==> src/design/assert_macros.svh <==
// ----------------------------------------------------------------------------
// assert_macros.svh
// Shared assertion macros, all clocked on clk and disabled during rst.
// ----------------------------------------------------------------------------
`ifndef ASSERT_MACROS_SVH
`define ASSERT_MACROS_SVH

// property that must hold at every clock edge
`define PDIR_ASSERT(label, prop, msg) \
  label: assert property (@(posedge clk) disable iff (rst) (prop)) else $error(msg);

// condition implies expectation in the same cycle
`define PDIR_ASSERT_NOW(label, cond, conseq, msg) \
  label: assert property (@(posedge clk) disable iff (rst) (cond) |-> (conseq)) else $error(msg);

// condition implies expectation in the next cycle
`define PDIR_ASSERT_NEXT(label, cond, conseq, msg) \
  label: assert property (@(posedge clk) disable iff (rst) (cond) |=> (conseq)) else $error(msg);

`endif

==> src/design/pdir_pkg.sv <==
// ----------------------------------------------------------------------------
// pdir_pkg
// Types, constants and helpers of the pulse-distance IR frame decoder.
// ----------------------------------------------------------------------------
package pdir_pkg;

  localparam int MICROS_PER_TICK_DEF = 50;
  localparam int FRAME_BITS          = 16;
  localparam int FRAME_ITEMS         = 2 * FRAME_BITS + 4;
  localparam int STOP_POS            = 2 * FRAME_BITS + 3;

  localparam int DUR_W      = 16;
  localparam int POS_W      = 6;
  localparam int BIT_IDX_W  = $clog2(FRAME_BITS);
  localparam int CMD_W      = 8;
  localparam int ERR_W      = 3;
  localparam int TOL_W      = 7;
  localparam int EXC_W      = 8;
  localparam int CFG_IDX_W  = 2;
  localparam int CFG_VAL_W  = 16;
  localparam int US_W       = 11;
  localparam int FACT_W     = 8;
  localparam int PROD_W     = US_W + FACT_W;
  localparam int BND_W      = PROD_W + 1;
  localparam int NUM_WIN    = 5;
  localparam int WIN_W      = $clog2(NUM_WIN);
  localparam int QUEUE_DEPTH = 2;

  // nominal durations in microseconds
  localparam logic [US_W-1:0] HDR_MARK_US   = 11'd1060;
  localparam logic [US_W-1:0] HDR_SPACE_US  = 11'd1450;
  localparam logic [US_W-1:0] BIT_MARK_US   = 11'd534;
  localparam logic [US_W-1:0] ONE_SPACE_US  = 11'd468;
  localparam logic [US_W-1:0] ZERO_SPACE_US = 11'd1447;

  localparam logic [TOL_W-1:0]     TOL_RESET        = 7'd25;
  localparam logic [EXC_W-1:0]     EXCESS_RESET     = 8'd20;
  localparam logic [DUR_W-1:0]     REPEAT_GAP_RESET = 16'd1300;
  localparam logic [FACT_W-1:0]    PCT_FULL         = 8'd100;
  localparam logic [CMD_W-1:0]     INVERSE_MASK     = 8'hFF;

  typedef enum logic [CFG_IDX_W-1:0] {
    CFG_TOLERANCE   = 2'd0,
    CFG_MARK_EXCESS = 2'd1,
    CFG_REPEAT_GAP  = 2'd2
  } cfg_index_t;

  typedef enum logic [ERR_W-1:0] {
    ERR_NONE         = 3'd0,
    ERR_HEADER_MARK  = 3'd1,
    ERR_LENGTH       = 3'd2,
    ERR_HEADER_SPACE = 3'd3,
    ERR_BIT          = 3'd4,
    ERR_STOP         = 3'd5,
    ERR_INVERSE      = 3'd6
  } err_code_t;

  typedef enum logic [2:0] {
    KIND_GAP,
    KIND_HDR_MARK,
    KIND_HDR_SPACE,
    KIND_BIT_MARK,
    KIND_BIT_SPACE,
    KIND_STOP,
    KIND_NONE
  } kind_t;

  typedef enum logic [WIN_W-1:0] {
    WIN_HDR_MARK   = 3'd0,
    WIN_HDR_SPACE  = 3'd1,
    WIN_BIT_MARK   = 3'd2,
    WIN_ONE_SPACE  = 3'd3,
    WIN_ZERO_SPACE = 3'd4
  } win_t;

  typedef enum logic [1:0] {
    BND_MUL,
    BND_DIV,
    BND_STORE,
    BND_IDLE
  } bnd_state_t;

  // matching windows handed from the bound calculator to the back end
  typedef struct packed {
    logic [NUM_WIN-1:0][BND_W-1:0] lo;
    logic [NUM_WIN-1:0][BND_W-1:0] hi;
    logic [DUR_W-1:0]              repeat_gap;
  } bounds_t;

  // classified item travelling through the queue
  typedef struct packed {
    logic [DUR_W-1:0]     duration;
    kind_t                kind;
    logic [BIT_IDX_W-1:0] bit_index;
    logic                 last;
    logic                 short_frame;
    logic                 exact_len;
  } item_class_t;

  function automatic logic [US_W-1:0] win_nominal_us(input win_t win);
    logic [US_W-1:0] us;
    case (win)
      WIN_HDR_MARK:   us = HDR_MARK_US;
      WIN_HDR_SPACE:  us = HDR_SPACE_US;
      WIN_BIT_MARK:   us = BIT_MARK_US;
      WIN_ONE_SPACE:  us = ONE_SPACE_US;
      WIN_ZERO_SPACE: us = ZERO_SPACE_US;
      default:        us = '0;
    endcase
    return us;
  endfunction

  function automatic logic win_is_mark(input win_t win);
    return (win == WIN_HDR_MARK) || (win == WIN_BIT_MARK);
  endfunction

endpackage

==> src/design/pdir_bounds.sv <==
// ----------------------------------------------------------------------------
// pdir_bounds
// Configuration registers and the matching-window calculator: one multiply
// per bound and a reciprocal multiply for the division by the tick scale.
// ----------------------------------------------------------------------------
`include "assert_macros.svh"

module pdir_bounds import pdir_pkg::*; #(
  parameter int MICROS_PER_TICK_P = MICROS_PER_TICK_DEF
) (
  input  logic                 clk,
  input  logic                 rst,
  input  logic                 cfg_valid,
  output logic                 cfg_ready,
  input  logic [CFG_IDX_W-1:0] cfg_index,
  input  logic [CFG_VAL_W-1:0] cfg_value,
  output bounds_t              bounds,
  output logic                 bnd_ready
);

  localparam int DIVISOR   = MICROS_PER_TICK_P * 100;
  localparam int RCP_SHIFT = PROD_W + $clog2(DIVISOR);
  localparam int RCP_W     = PROD_W + 1;
  localparam int SCALED_W  = PROD_W + RCP_W;
  localparam longint unsigned RCP_FULL =
    ((64'd1 << RCP_SHIFT) + 64'(DIVISOR) - 64'd1) / 64'(DIVISOR);
  localparam logic [RCP_W-1:0] RCP_MUL  = RCP_W'(RCP_FULL);
  localparam logic [WIN_W-1:0] WIN_LAST = WIN_W'(NUM_WIN - 1);

  logic [TOL_W-1:0]  tol;
  logic [EXC_W-1:0]  excess;
  logic [DUR_W-1:0]  repeat_gap;

  bnd_state_t        state, state_next;
  logic [WIN_W-1:0]  win_idx;
  logic              side_hi;
  logic [PROD_W-1:0] work;

  logic [NUM_WIN-1:0][BND_W-1:0] lo_bound;
  logic [NUM_WIN-1:0][BND_W-1:0] hi_bound;

  logic                cfg_fire;
  win_t                win;
  logic [US_W-1:0]     us_base;
  logic [US_W-1:0]     us_eff;
  logic [FACT_W-1:0]   factor;
  logic [SCALED_W-1:0] scaled;
  logic [SCALED_W-1:0] quot_full;

  assign cfg_ready = 1'b1;
  assign cfg_fire  = cfg_valid && cfg_ready;
  assign bnd_ready = (state == BND_IDLE);

  // configuration registers
  always_ff @(posedge clk) begin
    if (rst) begin
      tol        <= TOL_RESET;
      excess     <= EXCESS_RESET;
      repeat_gap <= REPEAT_GAP_RESET;
    end else if (cfg_fire) begin
      case (cfg_index_t'(cfg_index))
        CFG_TOLERANCE:   tol        <= cfg_value[TOL_W-1:0];
        CFG_MARK_EXCESS: excess     <= cfg_value[EXC_W-1:0];
        CFG_REPEAT_GAP:  repeat_gap <= cfg_value[DUR_W-1:0];
        default: ;
      endcase
    end
  end

  // nominal length and tolerance factor of the current window
  always_comb begin
    win     = win_t'(win_idx);
    us_base = win_nominal_us(win);
    if (win_is_mark(win)) begin
      us_eff = us_base + US_W'(excess);
    end else if (us_base > US_W'(excess)) begin
      us_eff = us_base - US_W'(excess);
    end else begin
      us_eff = '0;
    end
    if (side_hi) begin
      factor = PCT_FULL + FACT_W'(tol);
    end else if (FACT_W'(tol) >= PCT_FULL) begin
      factor = '0;
    end else begin
      factor = PCT_FULL - FACT_W'(tol);
    end
  end

  // division by the tick scale as a reciprocal multiply, exact over the product range
  always_comb begin
    scaled    = SCALED_W'(work) * SCALED_W'(RCP_MUL);
    quot_full = scaled >> RCP_SHIFT;
  end

  // sequencer state register
  always_ff @(posedge clk) begin
    if (rst) begin
      state   <= BND_MUL;
      win_idx <= '0;
      side_hi <= 1'b0;
    end else if (cfg_fire) begin
      state   <= BND_MUL;
      win_idx <= '0;
      side_hi <= 1'b0;
    end else begin
      state <= state_next;
      case (state)
        BND_STORE: begin
          side_hi <= ~side_hi;
          if (side_hi) begin
            win_idx <= win_idx + 1'b1;
          end
        end
        default: ;
      endcase
    end
  end

  // sequencer next state
  always_comb begin
    state_next = state;
    case (state)
      BND_MUL:   state_next = BND_DIV;
      BND_DIV:   state_next = BND_STORE;
      BND_STORE: state_next = (side_hi && win_idx == WIN_LAST) ? BND_IDLE : BND_MUL;
      BND_IDLE:  state_next = BND_IDLE;
      default:   state_next = BND_IDLE;
    endcase
  end

  // product, quotient and window storage
  always_ff @(posedge clk) begin
    case (state)
      BND_MUL: begin
        work <= PROD_W'(us_eff) * PROD_W'(factor);
      end
      BND_DIV: begin
        work <= quot_full[PROD_W-1:0];
      end
      BND_STORE: begin
        if (side_hi) begin
          hi_bound[win_idx] <= BND_W'(work) + 1'b1;
        end else begin
          lo_bound[win_idx] <= BND_W'(work);
        end
      end
      default: ;
    endcase
  end

  assign bounds.lo         = lo_bound;
  assign bounds.hi         = hi_bound;
  assign bounds.repeat_gap = repeat_gap;

  `PDIR_ASSERT_NEXT(a_cfg_restarts_bounds, cfg_fire, !bnd_ready, "window calc not restarted")

endmodule

==> config.mk <==
export PLATFORM = sky130hd
export DESIGN_NAME = pdir_bounds
export DESIGN_NICKNAME = d
export VERILOG_FILES = /design/src/design/pdir_pkg.sv /design/src/design/pdir_bounds.sv
export VERILOG_INCLUDE_DIRS = /design/src /design/src/design
export SDC_FILE = /design/constraint.sdc
export NUM_CORES = 1
export LEC_CHECK = 0
export ABC_CLOCK_PERIOD_IN_PS = 18400
export BUFFER_PORTS_ARGS = -buffer_cell sky130_fd_sc_hd__buf_2
export CELL_PAD_IN_SITES_DETAIL_PLACEMENT = 1
export CELL_PAD_IN_SITES_GLOBAL_PLACEMENT = 2
export CORE_MARGIN = 2
export CORE_UTILIZATION = 25
export CTS_BUF_LIST = sky130_fd_sc_hd__clkbuf_8
export DETAILED_ROUTE_END_ITERATION = 16
export GPL_TIMING_DRIVEN = 1
export PLACE_DENSITY_LB_ADDON = 0.05
export SETUP_SLACK_MARGIN = 0.15
export SYNTH_ARGS = -nofsm -noshare
export SYNTH_HDL_FRONTEND = slang
export SYNTH_SLANG_ARGS = --single-unit
export TNS_END_PERCENT = 5
==> constraint.sdc <==
create_clock -name clk -period 18.4 [get_ports clk]
set_clock_uncertainty 0.1 [all_clocks]
set_input_delay 3.68 -clock clk [delete_from_list [all_inputs] [get_ports clk]]
set_output_delay 3.68 -clock clk [all_outputs]
set_load 0.01 [all_outputs]
-- After elaboration in Yosys (flattened, before gate mapping)
Index checks and enable logic that the tools add are counted.
- bits in registers: 256
- output and inout bits: 218
- add/subtract/negate cells: 6
- $mul: 2
- order comparisons: 4
- equal/unequal tests: 9
- multiplexer cells: 12
- bitwise logic cells: 1
- reduce and logical (&&, ||, !) cells: 13
- operators by type and width (cell ; count):
    100-bit bitwise mux ; 2
    20-bit demux with 3-bit select ; 1
    11-bit one-hot mux with 5 select lines ; 1
    19-bit by 19-bit multiplier with 38-bit output, second input constant ; 1
    19-bit one-hot mux with 2 select lines ; 1
    11-bit 2-to-1 mux ; 2
    19-bit by 1-bit adder with 20-bit output, second input constant ; 1
    20-bit 2-to-1 mux ; 1
    11-bit by 8-bit multiplier with 19-bit output ; 1
    8-bit 2-to-1 mux ; 2
    11-bit by 8-bit adder with 11-bit output ; 1
    11-bit by 8-bit greater-than comparator with 1-bit output ; 1
    11-bit by 8-bit subtractor with 11-bit output ; 1
    2-bit AND reduction ; 5
    7-bit by 7-bit adder with 8-bit output, first input constant ; 1
    2-bit one-hot mux with 4 select lines ; 1
    7-bit by 7-bit subtractor with 8-bit output, first input constant ; 1
    7-bit greater-or-equal comparator, second input constant ; 1
    2-bit equality test, second input constant ; 3
    3-bit by 2-bit equality test with 1-bit output, second input constant ; 2
    2-bit by 1-bit equality test with 1-bit output, second input constant ; 2
    2-bit logical NOT ; 2
    3-bit by 4-bit < comparator with 1-bit output, second input constant ; 1
    3-bit by 1-bit adder with 3-bit output, second input constant ; 1
    other kinds (10) ; 11

-- Longest topological paths before layout
Gate-level depths: netlist (run 1).
- depth in word-level cells: 7
- gate-level depth with buffers: 31

-- Worst setup path after synthesis (run 1)
No wires, ideal clock.
- kind: flip-flop to flip-flop
- from: reg win_idx[1] (netlist: win[1])
- to: reg work[18] (data pin)
- setup time: 266 ps
- arrival time: 7090 ps
- data required time: 18034 ps
- slack: 10944 ps
- stages on the path, launching flop included: 28
- path buffers: 2
- cell sequence: dfxtp_1 clkbuf_1 inv_1 ha_1 or3_1 a21oi_1 nor2b_1 ha_1 nand2_1 a221oi_1 o21ai_0 o211ai_4 buf_6 nand2_2 nor2_1 fa_1 fa_1 fa_1 inv_1 fa_1 inv_1 ha_1 or3_1 o311a_1 o41ai_1 o21ai_0 xnor2_1 nor2_1
- word-level cells in the longest chain between the ends: 7
- elaborated cells between the ends (all ways): 14
- those cells by class: add/sub (2); mul (1); order compare (1); eq/ne (4); mux (4); reduce/logical (2)
- RTL lines (what ; line ; text):
    start, declared ; pdir_bounds.sv:35 ; logic [WIN_W-1:0] win_idx;
    start signal, assigned ; pdir_bounds.sv:112 ; win_idx <= win_idx + 1'b1;
    3-bit equality test, or another cell as far along ; pdir_pkg.sv:102 ; case (win)
    11-bit one-hot mux with 5 select lines ; pdir_pkg.sv:102 ;
    11-bit by 8-bit subtractor with 11-bit output / 11-bit by 8-bit greater-than comparator with 1-bit output (equally long branches) ; pdir_bounds.sv:77, pdir_bounds.sv:76 ;
    11-bit 2-to-1 mux ; pdir_bounds.sv:76 ; end else if (us_base > US_W'(excess)) begin
    11-bit 2-to-1 mux * ; pdir_bounds.sv:74 ; if (win_is_mark(win)) begin
    11-bit by 8-bit multiplier with 19-bit output * ; pdir_bounds.sv:136 ; work <= PROD_W'(us_eff) * PROD_W'(factor);
    19-bit one-hot mux with 2 select lines * ; pdir_bounds.sv:134 ; case (state)
    end signal, assigned ; pdir_bounds.sv:136 ;
    end signal, assigned ; pdir_bounds.sv:139 ; work <= quot_full[PROD_W-1:0];
    end, declared ; pdir_bounds.sv:37 ; logic [PROD_W-1:0] work;
Every way passes the cells marked *; elsewhere a longest branch is shown, timed or not.
A chain may end at the register's enable or synchronous reset.

-- Worst setup path in the final report (run 1)
Same ends and word-level chain as after synthesis.

==> impl_summary.txt, run 1 <==
----------------------------------------------------
[Detailed routing]
  Number of design rule violations left after detail routing ... 0
  Vias per cell ... 4.31
  Iteration-0 DRC Markers ... 570
  Pre-Repair DR Iteration Count ... 5
  Sum of routed wire length over all layers ... 63900 µm
  DR vias ... 12680
  Routed wirelength normalized by instance count ... 21.7 µm
  Remaining number of nets flagged by the antenna check after routing ... 0

[Clocking]
  Maximum root-to-sink buffer count ... 3
  Post-cts sizing count ... 0
  Clock root buffer ... sky130_fd_sc_hd__clkbuf_8
  Clk Latency, worst-skew pair ... 0.65 ns
  Clock-pin slew of the registers on the worst-case setup and hold paths ... 0.07 ns
  Clock buffers created by TritonCTS ... 47
  CTS tree ... yes
  Post-CTS setup buffers ... 0
  TritonCTS Sinks ... 251
  Post-cts hold buffer count ... 0
  H-tree levels ... 2

[GRT]
  Most crowded layer after global routing ... met2
  Total Routing Usage GR ... 17.0%
  GRT met2 Usage ... 30.2%
  Total overflow reported by the global router ... 0
  Global-route wire length before repair ... 97300 µm
  Initial antenna violation count ... 1
  Number of global-route vias before repair ... 14488
  GR Layer Usage met3 ... 2.46%
  Met1 routing resource usage after global routing ... 21.6%
  Largest net degree at the start of global routing ... 33

[Yosys]
  Netlist area before placement ... 18800 µm²
  Count of different cell masters after synthesis ... 68
  Seq cells post-synth ... 251
  Leading register cell type out of synthesis ... sky130_fd_sc_hd__edfxtp_1
  Share of synthesized registers carrying an async set or reset ... 0%
  Count of flip-flops with a built-in enable after synthesis ... 214
  Post-Syn Instances ... 1666
  Register area share after synthesis ... 38.2%
  Synthesized area per cell ... 11.3 µm²
  Yosys warns ... 0

[STA]
  RSZ-0062 raised after global routing ... false
  Fmax ... 117 MHz
  Max-slew headroom ... 23.4%
  Number of pins with negative max-slew slack in the final report ... 0
  Final setup violation count ... 0
  Post-route worst hold slack ... 0.353 ns
  Final cycle utilization of the critical path ... 46.6%
  Number of hold violations in the final report ... 0
  Post-route setup slack ... 9.83 ns
  Final worst path period need ... 8.57 ns
  Setup Total Neg Slack ... 0 ns
  Worst slew pin tran ... 1.15 ns

[Critical path]
  Delay-heaviest family, CP ... adder cells
  Arr. time, crit path ... 8.85 ns
  Endpoint of the most critical register-to-register path ... work[18]$_SDFFCE_PP0P_
  WP buf/inv ... 3
  Launch instance of the worst register-to-register path ... win[1]$_SDFFE_PP0P_
  Largest stage delay, worst path ... 0.60 ns
  Dominant cell type by count on the critical path ... sky130_fd_sc_hd__fa_1
  Slowest cell on the critical path ... sky130_fd_sc_hd__dfxtp_1
  CP Data Required Time ... 18.68 ns
  Nature of the critical path endpoint ... flop
  Class of the most critical setup path ... reg -> reg
  Flop2flop setup slack ... 9.83 ns
  Startpoint class of the critical path ... flop
  FF-to-FF path depth ... 25
  Max Fanout on Critical Path ... 18

[Job]
  Max-cap violations ... 0

[Final layout]
  Commonest cells after routing, fill and taps aside ... 363 x sky130_fd_sc_hd__inv_1, 232 x sky130_fd_sc_hd__buf_2, 218 x sky130_fd_sc_hd__ha_1
  Fraction of final layout cells with drive strength greater than 1 ... 17.4%
  Total number of nets in the final design ... 2365
  Most frequent standard cell in the layout excluding fill and tap cells ... sky130_fd_sc_hd__inv_1
  Area grow syn2layout ... 17.9%

[Hold path]
  Worst hold-check path type ... reg -> reg
  Worst Hold Launch ... repeat_gap[1]$_SDFFE_PP0P_
  Worst-case hold path end point ... repeat_gap[1]$_SDFFE_PP0P_
  Hold Path Cell Cnt ... 2

[Die]
  Core Area ... 74300 µm²
  Die height ... 278 µm
  Die outline area ... 77200 µm²
  Site row count ... 100
  Ports placed on the boundary ... 239
  Width of the chip ... 278 µm
  Starting Density ... 25.2%

[Status]
  Status ... finished clean

[Placed design]
  Post-DP HPWL ... 52000 µm
  Minimum setup slack after placement ... 9.76 ns
  Port Buffers ... 232
  Final GP Congestion ... 0.790

----------------------------------------------------
-- sequential cells by signal, summed over array words and instances, names as in the netlist --
name,flops
bounds,195
excess,8
repeat_gap,16
side_hi,1
state,2
tol,7
win,3
work,19
-- cell usage after synthesis, types with 4 or more instances --
library cell               instances  area, µm²
sky130_fd_sc_hd__inv_1           354       1330
sky130_fd_sc_hd__ha_1            218       2730
sky130_fd_sc_hd__edfxtp_1        214       6430
sky130_fd_sc_hd__fa_1            190       3800
sky130_fd_sc_hd__nor2_1          130        488
sky130_fd_sc_hd__nand2_1          91        342
sky130_fd_sc_hd__a21oi_1          62        310
sky130_fd_sc_hd__xnor2_1          46        403
sky130_fd_sc_hd__o21ai_0          43        215
sky130_fd_sc_hd__dfxtp_1          37        741
sky130_fd_sc_hd__nor3_1           27        135
sky130_fd_sc_hd__clkbuf_1         26       97.6
sky130_fd_sc_hd__nand2b_1         16        100
sky130_fd_sc_hd__nand3_1          16       80.1
sky130_fd_sc_hd__or2_1            13       81.3
sky130_fd_sc_hd__mux2i_1          11        110
sky130_fd_sc_hd__nor2b_1          11       68.8
sky130_fd_sc_hd__xor2_1           11       96.3
sky130_fd_sc_hd__a211oi_1          9       67.6
sky130_fd_sc_hd__nand4_1           8       50.1
sky130_fd_sc_hd__a211o_1           7       61.3
sky130_fd_sc_hd__o21a_1            7       52.6
sky130_fd_sc_hd__a21o_1            6       45.0
sky130_fd_sc_hd__a31oi_1           6       37.5
sky130_fd_sc_hd__and2_1            6       37.5
sky130_fd_sc_hd__buf_4             6       45.0
sky130_fd_sc_hd__nand3b_1          6       45.0
sky130_fd_sc_hd__nor4_1            6       37.5
sky130_fd_sc_hd__or2_2             6       37.5
sky130_fd_sc_hd__or3_1             6       37.5
sky130_fd_sc_hd__and3_1            5       31.3
sky130_fd_sc_hd__o211ai_1          5       37.5
sky130_fd_sc_hd__o21bai_1          5       37.5
sky130_fd_sc_hd__o21ai_1           4       20.0
sky130_fd_sc_hd__o31a_1            4       35.0
-- per-layer routing --
layer	wire length, µm	up-vias
li1	-	6010
met3	2350	76
met5	0	-
met4	1590	0
met2	32100	246
met1	27900	6348
-- layout make-up --
type                            count  area, µm²
Clock buffer                       48        661
Fill cell                        8389      52200
Clock inverter                     38        279
Tap cell                          969       1210
Timing Repair Buffer              251       1300
Antenna cell                        1       2.50
Inverter                          354       1330
Multi-Input combinational cell   1031      10200
Sequential cell                   251       7170
-- per-stage QoR --
| step | cell area (µm²) | util, % | cells |
|---|---|---|---|
| 6_report | 22100 | 29.7 | 2943 |
| 5_1_grt | 22100 | 29.7 | 2943 |
| 4_1_cts | 22100 | 29.7 | 2942 |
| 3_5_place_dp | 21200 | 28.5 | 2856 |
| 3_3_place_gp | 21200 | 28.5 | 2856 |
| 2_1_floorplan | 18800 | - | 1670 |
-- worst max path at each step --
stage / start / endpoint / slack (ns) / depth (start not counted)
after floorplan: win[1]$_SDFFE_PP0P_ / work[18]$_SDFFCE_PP0P_ / 10.94 / 27
after global placement: win[1]$_SDFFE_PP0P_ / work[18]$_SDFFCE_PP0P_ / 9.98 / 25
after detailed placement: win[1]$_SDFFE_PP0P_ / work[18]$_SDFFCE_PP0P_ / 9.76 / 25
after CTS: win[1]$_SDFFE_PP0P_ / work[18]$_SDFFCE_PP0P_ / 9.79 / 25
after global routing: win[0]$_SDFFE_PP0P_ / work[18]$_SDFFCE_PP0P_ / 9.13 / 27
final: win[1]$_SDFFE_PP0P_ / work[18]$_SDFFCE_PP0P_ / 9.83 / 25
-- kinds of logic (layout without fill, tap and decap cells) --
logic type | after synthesis | count (layout) | synth area share (%)
adders and majority gates | 410 | 410 | 34.9
buffers and inverters | 388 | 691 | 7.93
and+or+nand+nor | 356 | 356 | 8.79
DFF | 251 | 251 | 38.2
AOI/OAI and AO/OA | 191 | 191 | 6.83
xor gates and xnor gates | 57 | 57 | 2.66
muxes | 11 | 11 | 0.587
other | 2 | 7 | 0.0400
-- worst register-to-register path, delay by kind of cell (launching register included) --
family | cells | cell delay (ns)
simple gates | 7 | 1.74
flops | 1 | 0.60
fa+ha+maj | 7 | 2.93
buf+inv | 3 | 0.27
xor+xnor | 1 | 0.19
compound gates | 7 | 2.54
Power of run 1 is left out: the tool's default activity adds up to more than one toggle a clock period on the data nets, which glitch-free logic cannot reach.
==> run 2, diff against run 1 <==
--- a/config.mk
+++ b/config.mk
@@ -6,7 +6,8 @@
 export SDC_FILE = /design/constraint.sdc
 export NUM_CORES = 1
 export LEC_CHECK = 0
-export ABC_CLOCK_PERIOD_IN_PS = 18400
+export ABC_AREA = 1
+export ABC_CLOCK_PERIOD_IN_PS = 7800
 export BUFFER_PORTS_ARGS = -buffer_cell sky130_fd_sc_hd__buf_2
 export CELL_PAD_IN_SITES_DETAIL_PLACEMENT = 1
 export CELL_PAD_IN_SITES_GLOBAL_PLACEMENT = 2
==> constraint.sdc (replaced) <==
create_clock -name clk -period 7.8 [get_ports clk]
set_clock_uncertainty 0.1 [all_clocks]
set_input_delay 1.56 -clock clk [delete_from_list [all_inputs] [get_ports clk]]
set_output_delay 1.56 -clock clk [all_outputs]
set_load 0.01 [all_outputs]
==> run 2 against run 1 <==
Effect of this change: core utilization up 0.48 points; worst hold slack gained 0.011 ns; design area grew 2.0%; first-iteration DRC count decreased by 19%; critical path type unchanged; largest cell class unchanged; highest routed layer unchanged.
==> impl_summary.txt, run 2 <==
----------------------------------------------------
[Yosys]
  Fraction of synthesized cell area taken by the top area cell type ... 34.0%
  Synth Area in Compound Gates ... 6.65%
  Simple-gate share of the synthesized area ... 10.5%
  Post-Syn Instances ... 1806
  Count of flip-flops with a built-in enable after synthesis ... 214
  Most numerous cell in the Yosys netlist ... sky130_fd_sc_hd__inv_1
  Leading register cell type out of synthesis ... sky130_fd_sc_hd__edfxtp_1
  Register area share after synthesis ... 37.9%
  Combinational family with the most area after synthesis ... adder cells
  Mux cell area share after synthesis ... 0%
  Netlist area before placement ... 18900 µm²
  Xor-xnor portion of the synthesized cell area ... 1.39%
  Adder-cell share of the synthesized area ... 34.6%
  Main area contributors after synthesis ... sky130_fd_sc_hd__edfxtp_1 34%, sky130_fd_sc_hd__fa_1 20%, sky130_fd_sc_hd__ha_1 14%, sky130_fd_sc_hd__inv_1 8.3%, sky130_fd_sc_hd__nand2_1 4.1%
  Cell taking the most area after synthesis ... sky130_fd_sc_hd__edfxtp_1
  Seq cells post-synth ... 251
  Most used standard cells in the synthesized netlist ... 416 x sky130_fd_sc_hd__inv_1, 218 x sky130_fd_sc_hd__ha_1, 214 x sky130_fd_sc_hd__edfxtp_1, 204 x sky130_fd_sc_hd__nand2_1, 190 x sky130_fd_sc_hd__fa_1
  Yosys warns ... 0
  Count of different cell masters after synthesis ... 42
  Synthesized area per cell ... 10.5 µm²
  Share of synthesized registers carrying an async set or reset ... 0%

[Critical path]
  Dominant cell type by count on the critical path ... sky130_fd_sc_hd__nand2_1
  Max Fanout on Critical Path ... 7
  Nature of the critical path endpoint ... flop
  Class of the most critical setup path ... reg -> reg
  Startpoint class of the critical path ... flop
  Largest stage delay, worst path ... 0.59 ns
  CP Data Required Time ... 8.10 ns
  Flop2flop setup slack ... 0.72 ns
  Arr. time, crit path ... 7.38 ns
  Slowest cell on the critical path ... sky130_fd_sc_hd__fa_1

[Detailed routing]
  Sum of routed wire length over all layers ... 67000 µm
  Iteration-0 DRC Markers ... 463
  Vias per cell ... 4.39
  Routed wirelength normalized by instance count ... 21.5 µm
  DR vias ... 13656
  Remaining number of nets flagged by the antenna check after routing ... 0
  Pre-Repair DR Iteration Count ... 4
  Number of design rule violations left after detail routing ... 0

[STA]
  Final worst path period need ... 7.08 ns
  RSZ-0062 raised after global routing ... false
  Fmax ... 141 MHz
  Worst slew pin tran ... 0.965 ns
  Setup Total Neg Slack ... 0 ns
  Number of pins with negative max-slew slack in the final report ... 0
  Number of hold violations in the final report ... 0
  Final setup violation count ... 0
  Final cycle utilization of the critical path ... 90.7%
  Max-slew headroom ... 35.2%

[Die]
  Ports placed on the boundary ... 239
  Width of the chip ... 279 µm
  Site row count ... 100
  Core Area ... 74600 µm²
  Starting Density ... 25.3%
  Die outline area ... 77800 µm²
  Die height ... 279 µm

[Status]
  Status ... finished clean

[Clocking]
  H-tree levels ... 2
  CTS tree ... yes
  Clk Latency, worst-skew pair ... 0.65 ns
  Clock-pin slew of the registers on the worst-case setup and hold paths ... 0.06 ns
  Clock root buffer ... sky130_fd_sc_hd__clkbuf_8
  Post-CTS setup buffers ... 0
  TritonCTS Sinks ... 251
  Maximum root-to-sink buffer count ... 3
  Clock buffers created by TritonCTS ... 49

[Placed design]
  Final GP Congestion ... 0.804
  Post-DP HPWL ... 57500 µm
  Count of placed standard cells including taps ... 3022
  Port Buffers ... 232

[Job]
  Max-cap violations ... 0

[GRT]
  Global-route wire length before repair ... 99000 µm
  Total Routing Usage GR ... 17.3%
  Initial antenna violation count ... 1
  Largest net degree at the start of global routing ... 21
  Number of global-route vias before repair ... 15176
  Total overflow reported by the global router ... 0

[Final layout]
  Area grow syn2layout ... 19.3%
  Commonest cells after routing, fill and taps aside ... 427 x sky130_fd_sc_hd__inv_1, 232 x sky130_fd_sc_hd__buf_2, 216 x sky130_fd_sc_hd__ha_1
  Total number of nets in the final design ... 2533
  Max reg flops ... 195
  Fraction of final layout cells with drive strength greater than 1 ... 17.8%
  Layout Cells excl Fill ... 3111
  Most frequent standard cell in the layout excluding fill and tap cells ... sky130_fd_sc_hd__inv_1

[Hold path]
  Worst hold-check path type ... reg -> reg

----------------------------------------------------
run 2: kinds of logic after synthesis:
kind of cell | count (synthesis)
buf+inv | 441
other cells | 2
compound gates | 225
xor+xnor | 30
simple gates | 449
flops | 251
fa+ha+maj | 408
run 2: stage by stage:
stage               cell area (µm²)  util, %  setup WS (ns)  hold WS (ns)
floorplan                     18900        -          0.866         0.354
global route                  22500     30.2          0.192         0.394
finish                        22500     30.2          0.722         0.363
global placement              21400     28.8          0.420         0.351
CTS                           22500     30.2          0.303         0.365
detailed placement            21400     28.8          0.327         0.357
run 2: per-layer routing:
layer  part of all wire, %  GRT usage, %  vias up
li1                      -             -     6431
met1                    39          19.3     6864
met2                    55          33.6      262
met3                   2.9          2.13       99
met4                   3.5          6.18        0
met5                     0             0        -
run 2: worst paths after layout:
| kind | from | endpoint | depth (start not counted) |
|---|---|---|---|
| max | win[0]$_SDFFE_PP0P_ | work[17]$_SDFFCE_PP0P_ | 26 |
| min | repeat_gap[15]$_SDFFE_PP0P_ | repeat_gap[15]$_SDFFE_PP0P_ | 2 |
| max reg2reg | win[0]$_SDFFE_PP0P_ | work[17]$_SDFFCE_PP0P_ | 26 |
| min reg2reg | repeat_gap[15]$_SDFFE_PP0P_ | repeat_gap[15]$_SDFFE_PP0P_ | 2 |
run 2: critical path: cells and delay by family (launching register included):
| kind | cells | cell delay, ns |
|---|---|---|
| AND/OR/NAND/NOR | 11 | 1.67 |
| flip-flops | 1 | 0.32 |
| adder cells (fa/ha/maj) | 7 | 3.04 |
| buffers and inverters | 5 | 0.60 |
| AO/OA/AOI/OAI | 3 | 1.08 |
run 2: cell type report:
cell class | count | area (µm²)
diodes | 1 | 2.50
repair buffers | 265 | 1410
flip-flops and latches | 251 | 7170
multi-input cells | 1118 | 10100
clock inverters | 37 | 364
well taps | 969 | 1210
clock buffers | 51 | 702
inverters | 419 | 1580
fillers | 8572 | 52000
run 2: what timing repair did:
item,CTS,global route
gates resized for setup,0,15
hold buffers,0,0
setup endpoints to repair,0,8
Power of run 2 is left out for the same reason.
==> run 3, diff against run 2 <==
--- a/config.mk
+++ b/config.mk
@@ -7,7 +7,7 @@
 export NUM_CORES = 1
 export LEC_CHECK = 0
 export ABC_AREA = 1
-export ABC_CLOCK_PERIOD_IN_PS = 7800
+export ABC_CLOCK_PERIOD_IN_PS = 8900
 export BUFFER_PORTS_ARGS = -buffer_cell sky130_fd_sc_hd__buf_2
 export CELL_PAD_IN_SITES_DETAIL_PLACEMENT = 1
 export CELL_PAD_IN_SITES_GLOBAL_PLACEMENT = 2
==> constraint.sdc (replaced) <==
create_clock -name clk -period 8.9 [get_ports clk]
set_clock_uncertainty 0.1 [all_clocks]
set_input_delay 1.78 -clock clk [delete_from_list [all_inputs] [get_ports clk]]
set_output_delay 1.78 -clock clk [all_outputs]
set_load 0.01 [all_outputs]
==> run 3 against run 2 <==
Effect of this change: via count fell by 1.9%; critical path depth rose by 14; first-iteration DRC count fell by 20%; setup slack improved by 0.42 ns.
==> impl_summary.txt, run 3 (synthesized netlist as in run 2, its figures left out) <==
----------------------------------------------------
[GRT]
  Total Routing Usage GR ... 17.4%
  Initial antenna violation count ... 1
  Global-route wire length before repair ... 99100 µm
  Number of global-route vias before repair ... 15166
  Largest net degree at the start of global routing ... 21
  Total overflow reported by the global router ... 0

[Critical path]
  Startpoint class of the critical path ... flop
  FF-to-FF path depth ... 40
  Worst setup path start ... win[0]$_SDFFE_PP0P_
  Largest stage delay, worst path ... 0.55 ns
  Launch instance of the worst register-to-register path ... win[0]$_SDFFE_PP0P_
  CP Data Required Time ... 9.19 ns
  Class of the most critical setup path ... reg -> reg
  Nature of the critical path endpoint ... flop
  Last element of the critical path ... work[15]$_SDFFCE_PP0P_
  Slowest cell on the critical path ... sky130_fd_sc_hd__fa_1
  Max Fanout on Critical Path ... 19
  Flop2flop setup slack ... 1.14 ns
  Endpoint of the most critical register-to-register path ... work[15]$_SDFFCE_PP0P_
  Dominant cell type by count on the critical path ... sky130_fd_sc_hd__nand2_1
  Arr. time, crit path ... 8.05 ns
  WP buf/inv ... 8
  Depth of the critical timing path with buffers and inverters included ... 40
  Delay-heaviest family, CP ... adder cells

[STA]
  Post-route setup slack ... 1.14 ns
  Worst slew pin tran ... 0.991 ns
  Fmax ... 129 MHz
  Final setup violation count ... 0
  RSZ-0062 raised after global routing ... false
  Final worst path period need ... 7.76 ns
  Setup Total Neg Slack ... 0 ns
  Max-slew headroom ... 33.9%
  Number of hold violations in the final report ... 0
  Number of pins with negative max-slew slack in the final report ... 0
  Final cycle utilization of the critical path ... 87.1%

[Clocking]
  Post-CTS setup buffers ... 0
  CTS tree ... yes
  Maximum root-to-sink buffer count ... 3
  Clock-pin slew of the registers on the worst-case setup and hold paths ... 0.06 ns
  Clock buffers created by TritonCTS ... 48
  TritonCTS Sinks ... 251
  Post-cts hold buffer count ... 0
  H-tree levels ... 2
  Clk Latency, worst-skew pair ... 0.64 ns
  Clock root buffer ... sky130_fd_sc_hd__clkbuf_8

[Die]
  Core Area ... 74600 µm²
  Site row count ... 100
  Starting Density ... 25.3%
  Die outline area ... 77800 µm²
  Ports placed on the boundary ... 239
  Width of the chip ... 279 µm
  Die height ... 279 µm

[Placed design]
  Minimum setup slack after placement ... 0.949 ns
  Count of placed standard cells including taps ... 3012
  Port Buffers ... 232
  Post-DP HPWL ... 56600 µm
  Final GP Congestion ... 0.786

[Detailed routing]
  Pre-Repair DR Iteration Count ... 6
  Number of design rule violations left after detail routing ... 0
  DR vias ... 13392
  Routed wirelength normalized by instance count ... 21.5 µm
  Vias per cell ... 4.32
  Iteration-0 DRC Markers ... 372
  Remaining number of nets flagged by the antenna check after routing ... 0
  Sum of routed wire length over all layers ... 66500 µm

[Hold path]
  Worst hold-check path type ... reg -> reg
  Hold Path Cell Cnt ... 2

[Final layout]
  Area grow syn2layout ... 18.5%
  Total number of nets in the final design ... 2522
  FF+latch area ... 7170 µm²
  Most frequent standard cell in the layout excluding fill and tap cells ... sky130_fd_sc_hd__inv_1
  Fill cell count ... 8517
  Fraction of final layout cells with drive strength greater than 1 ... 17.0%
  Final cell utilization of the core ... 30.0%
  Commonest cells after routing, fill and taps aside ... 430 x sky130_fd_sc_hd__inv_1, 232 x sky130_fd_sc_hd__buf_2, 218 x sky130_fd_sc_hd__ha_1
  Multi-input logic area ... 10100 µm²
  Layout Cells excl Fill ... 3101
  Max reg flops ... 195

[Status]
  Status ... finished clean

[Job]
  Max-cap violations ... 0

----------------------------------------------------
-- run 3: cell types whose count changed in the layout (fill, tap and decap cells not counted), moves of 3 or more --
cell / change
sky130_fd_sc_hd__buf_4: -9
sky130_fd_sc_hd__nor2_2: -3
sky130_fd_sc_hd__clkinv_1: -3
sky130_fd_sc_hd__nor2_1: +3
sky130_fd_sc_hd__o21ai_1: -3
sky130_fd_sc_hd__inv_1: +3
sky130_fd_sc_hd__o21ai_0: +3
-- run 3: layer usage --
layer,up-vias,share of wire (%),track usage (%)
li1,6407,-,-
met1,6658,40,19.4
met2,243,55,34.0
met3,84,2.9,2.23
met4,0,2.5,4.92
met5,-,0,0
-- run 3: final cells by class --
class	count	share of cell area, %
Sequential cell	251	32.0
Tap cell	969	5.41
Clock inverter	38	1.48
Antenna cell	1	0.0112
Timing Repair Buffer	255	5.96
Clock buffer	50	3.07
Inverter	419	7.02
Multi-Input combinational cell	1118	45.0
-- run 3: worst min-delay path: stages, from the launching register on --
cell and delay, ns:
sky130_fd_sc_hd__dfxtp_1 0.30, sky130_fd_sc_hd__nand2_1 0.06, sky130_fd_sc_hd__a21oi_1 0.05
-- run 3: how the worst min path moves through the flow --
stage	from	to	slack [ns]
2_1_floorplan	excess[3]$_SDFFE_PP0P_	excess[3]$_SDFFE_PP0P_	0.35
5_1_grt	repeat_gap[9]$_SDFFE_PP0P_	repeat_gap[9]$_SDFFE_PP0P_	0.39
3_5_place_dp	repeat_gap[14]$_SDFFE_PP0P_	repeat_gap[14]$_SDFFE_PP0P_	0.35
3_3_place_gp	repeat_gap[11]$_SDFFE_PP0P_	repeat_gap[11]$_SDFFE_PP0P_	0.35
4_1_cts	repeat_gap[14]$_SDFFE_PP0P_	repeat_gap[14]$_SDFFE_PP0P_	0.36
6_report	repeat_gap[14]$_SDFFE_PP0P_	repeat_gap[14]$_SDFFE_PP0P_	0.36
-- run 3: per-stage QoR --
| step | hold slack [ns] | area (µm²) |
|---|---|---|
| 6_report | 0.360 | 22400 |
| 5_1_grt | 0.387 | 22400 |
| 4_1_cts | 0.363 | 22400 |
| 3_5_place_dp | 0.354 | 21400 |
| 3_3_place_gp | 0.353 | 21400 |
| 2_1_floorplan | 0.354 | 18900 |
-- run 3: repair_timing --
item	CTS	global route
endpoints found under the hold margin	0	0
setup endpoints to repair	0	1
resized for setup	0	1
Power of run 3 is left out for the same reason.
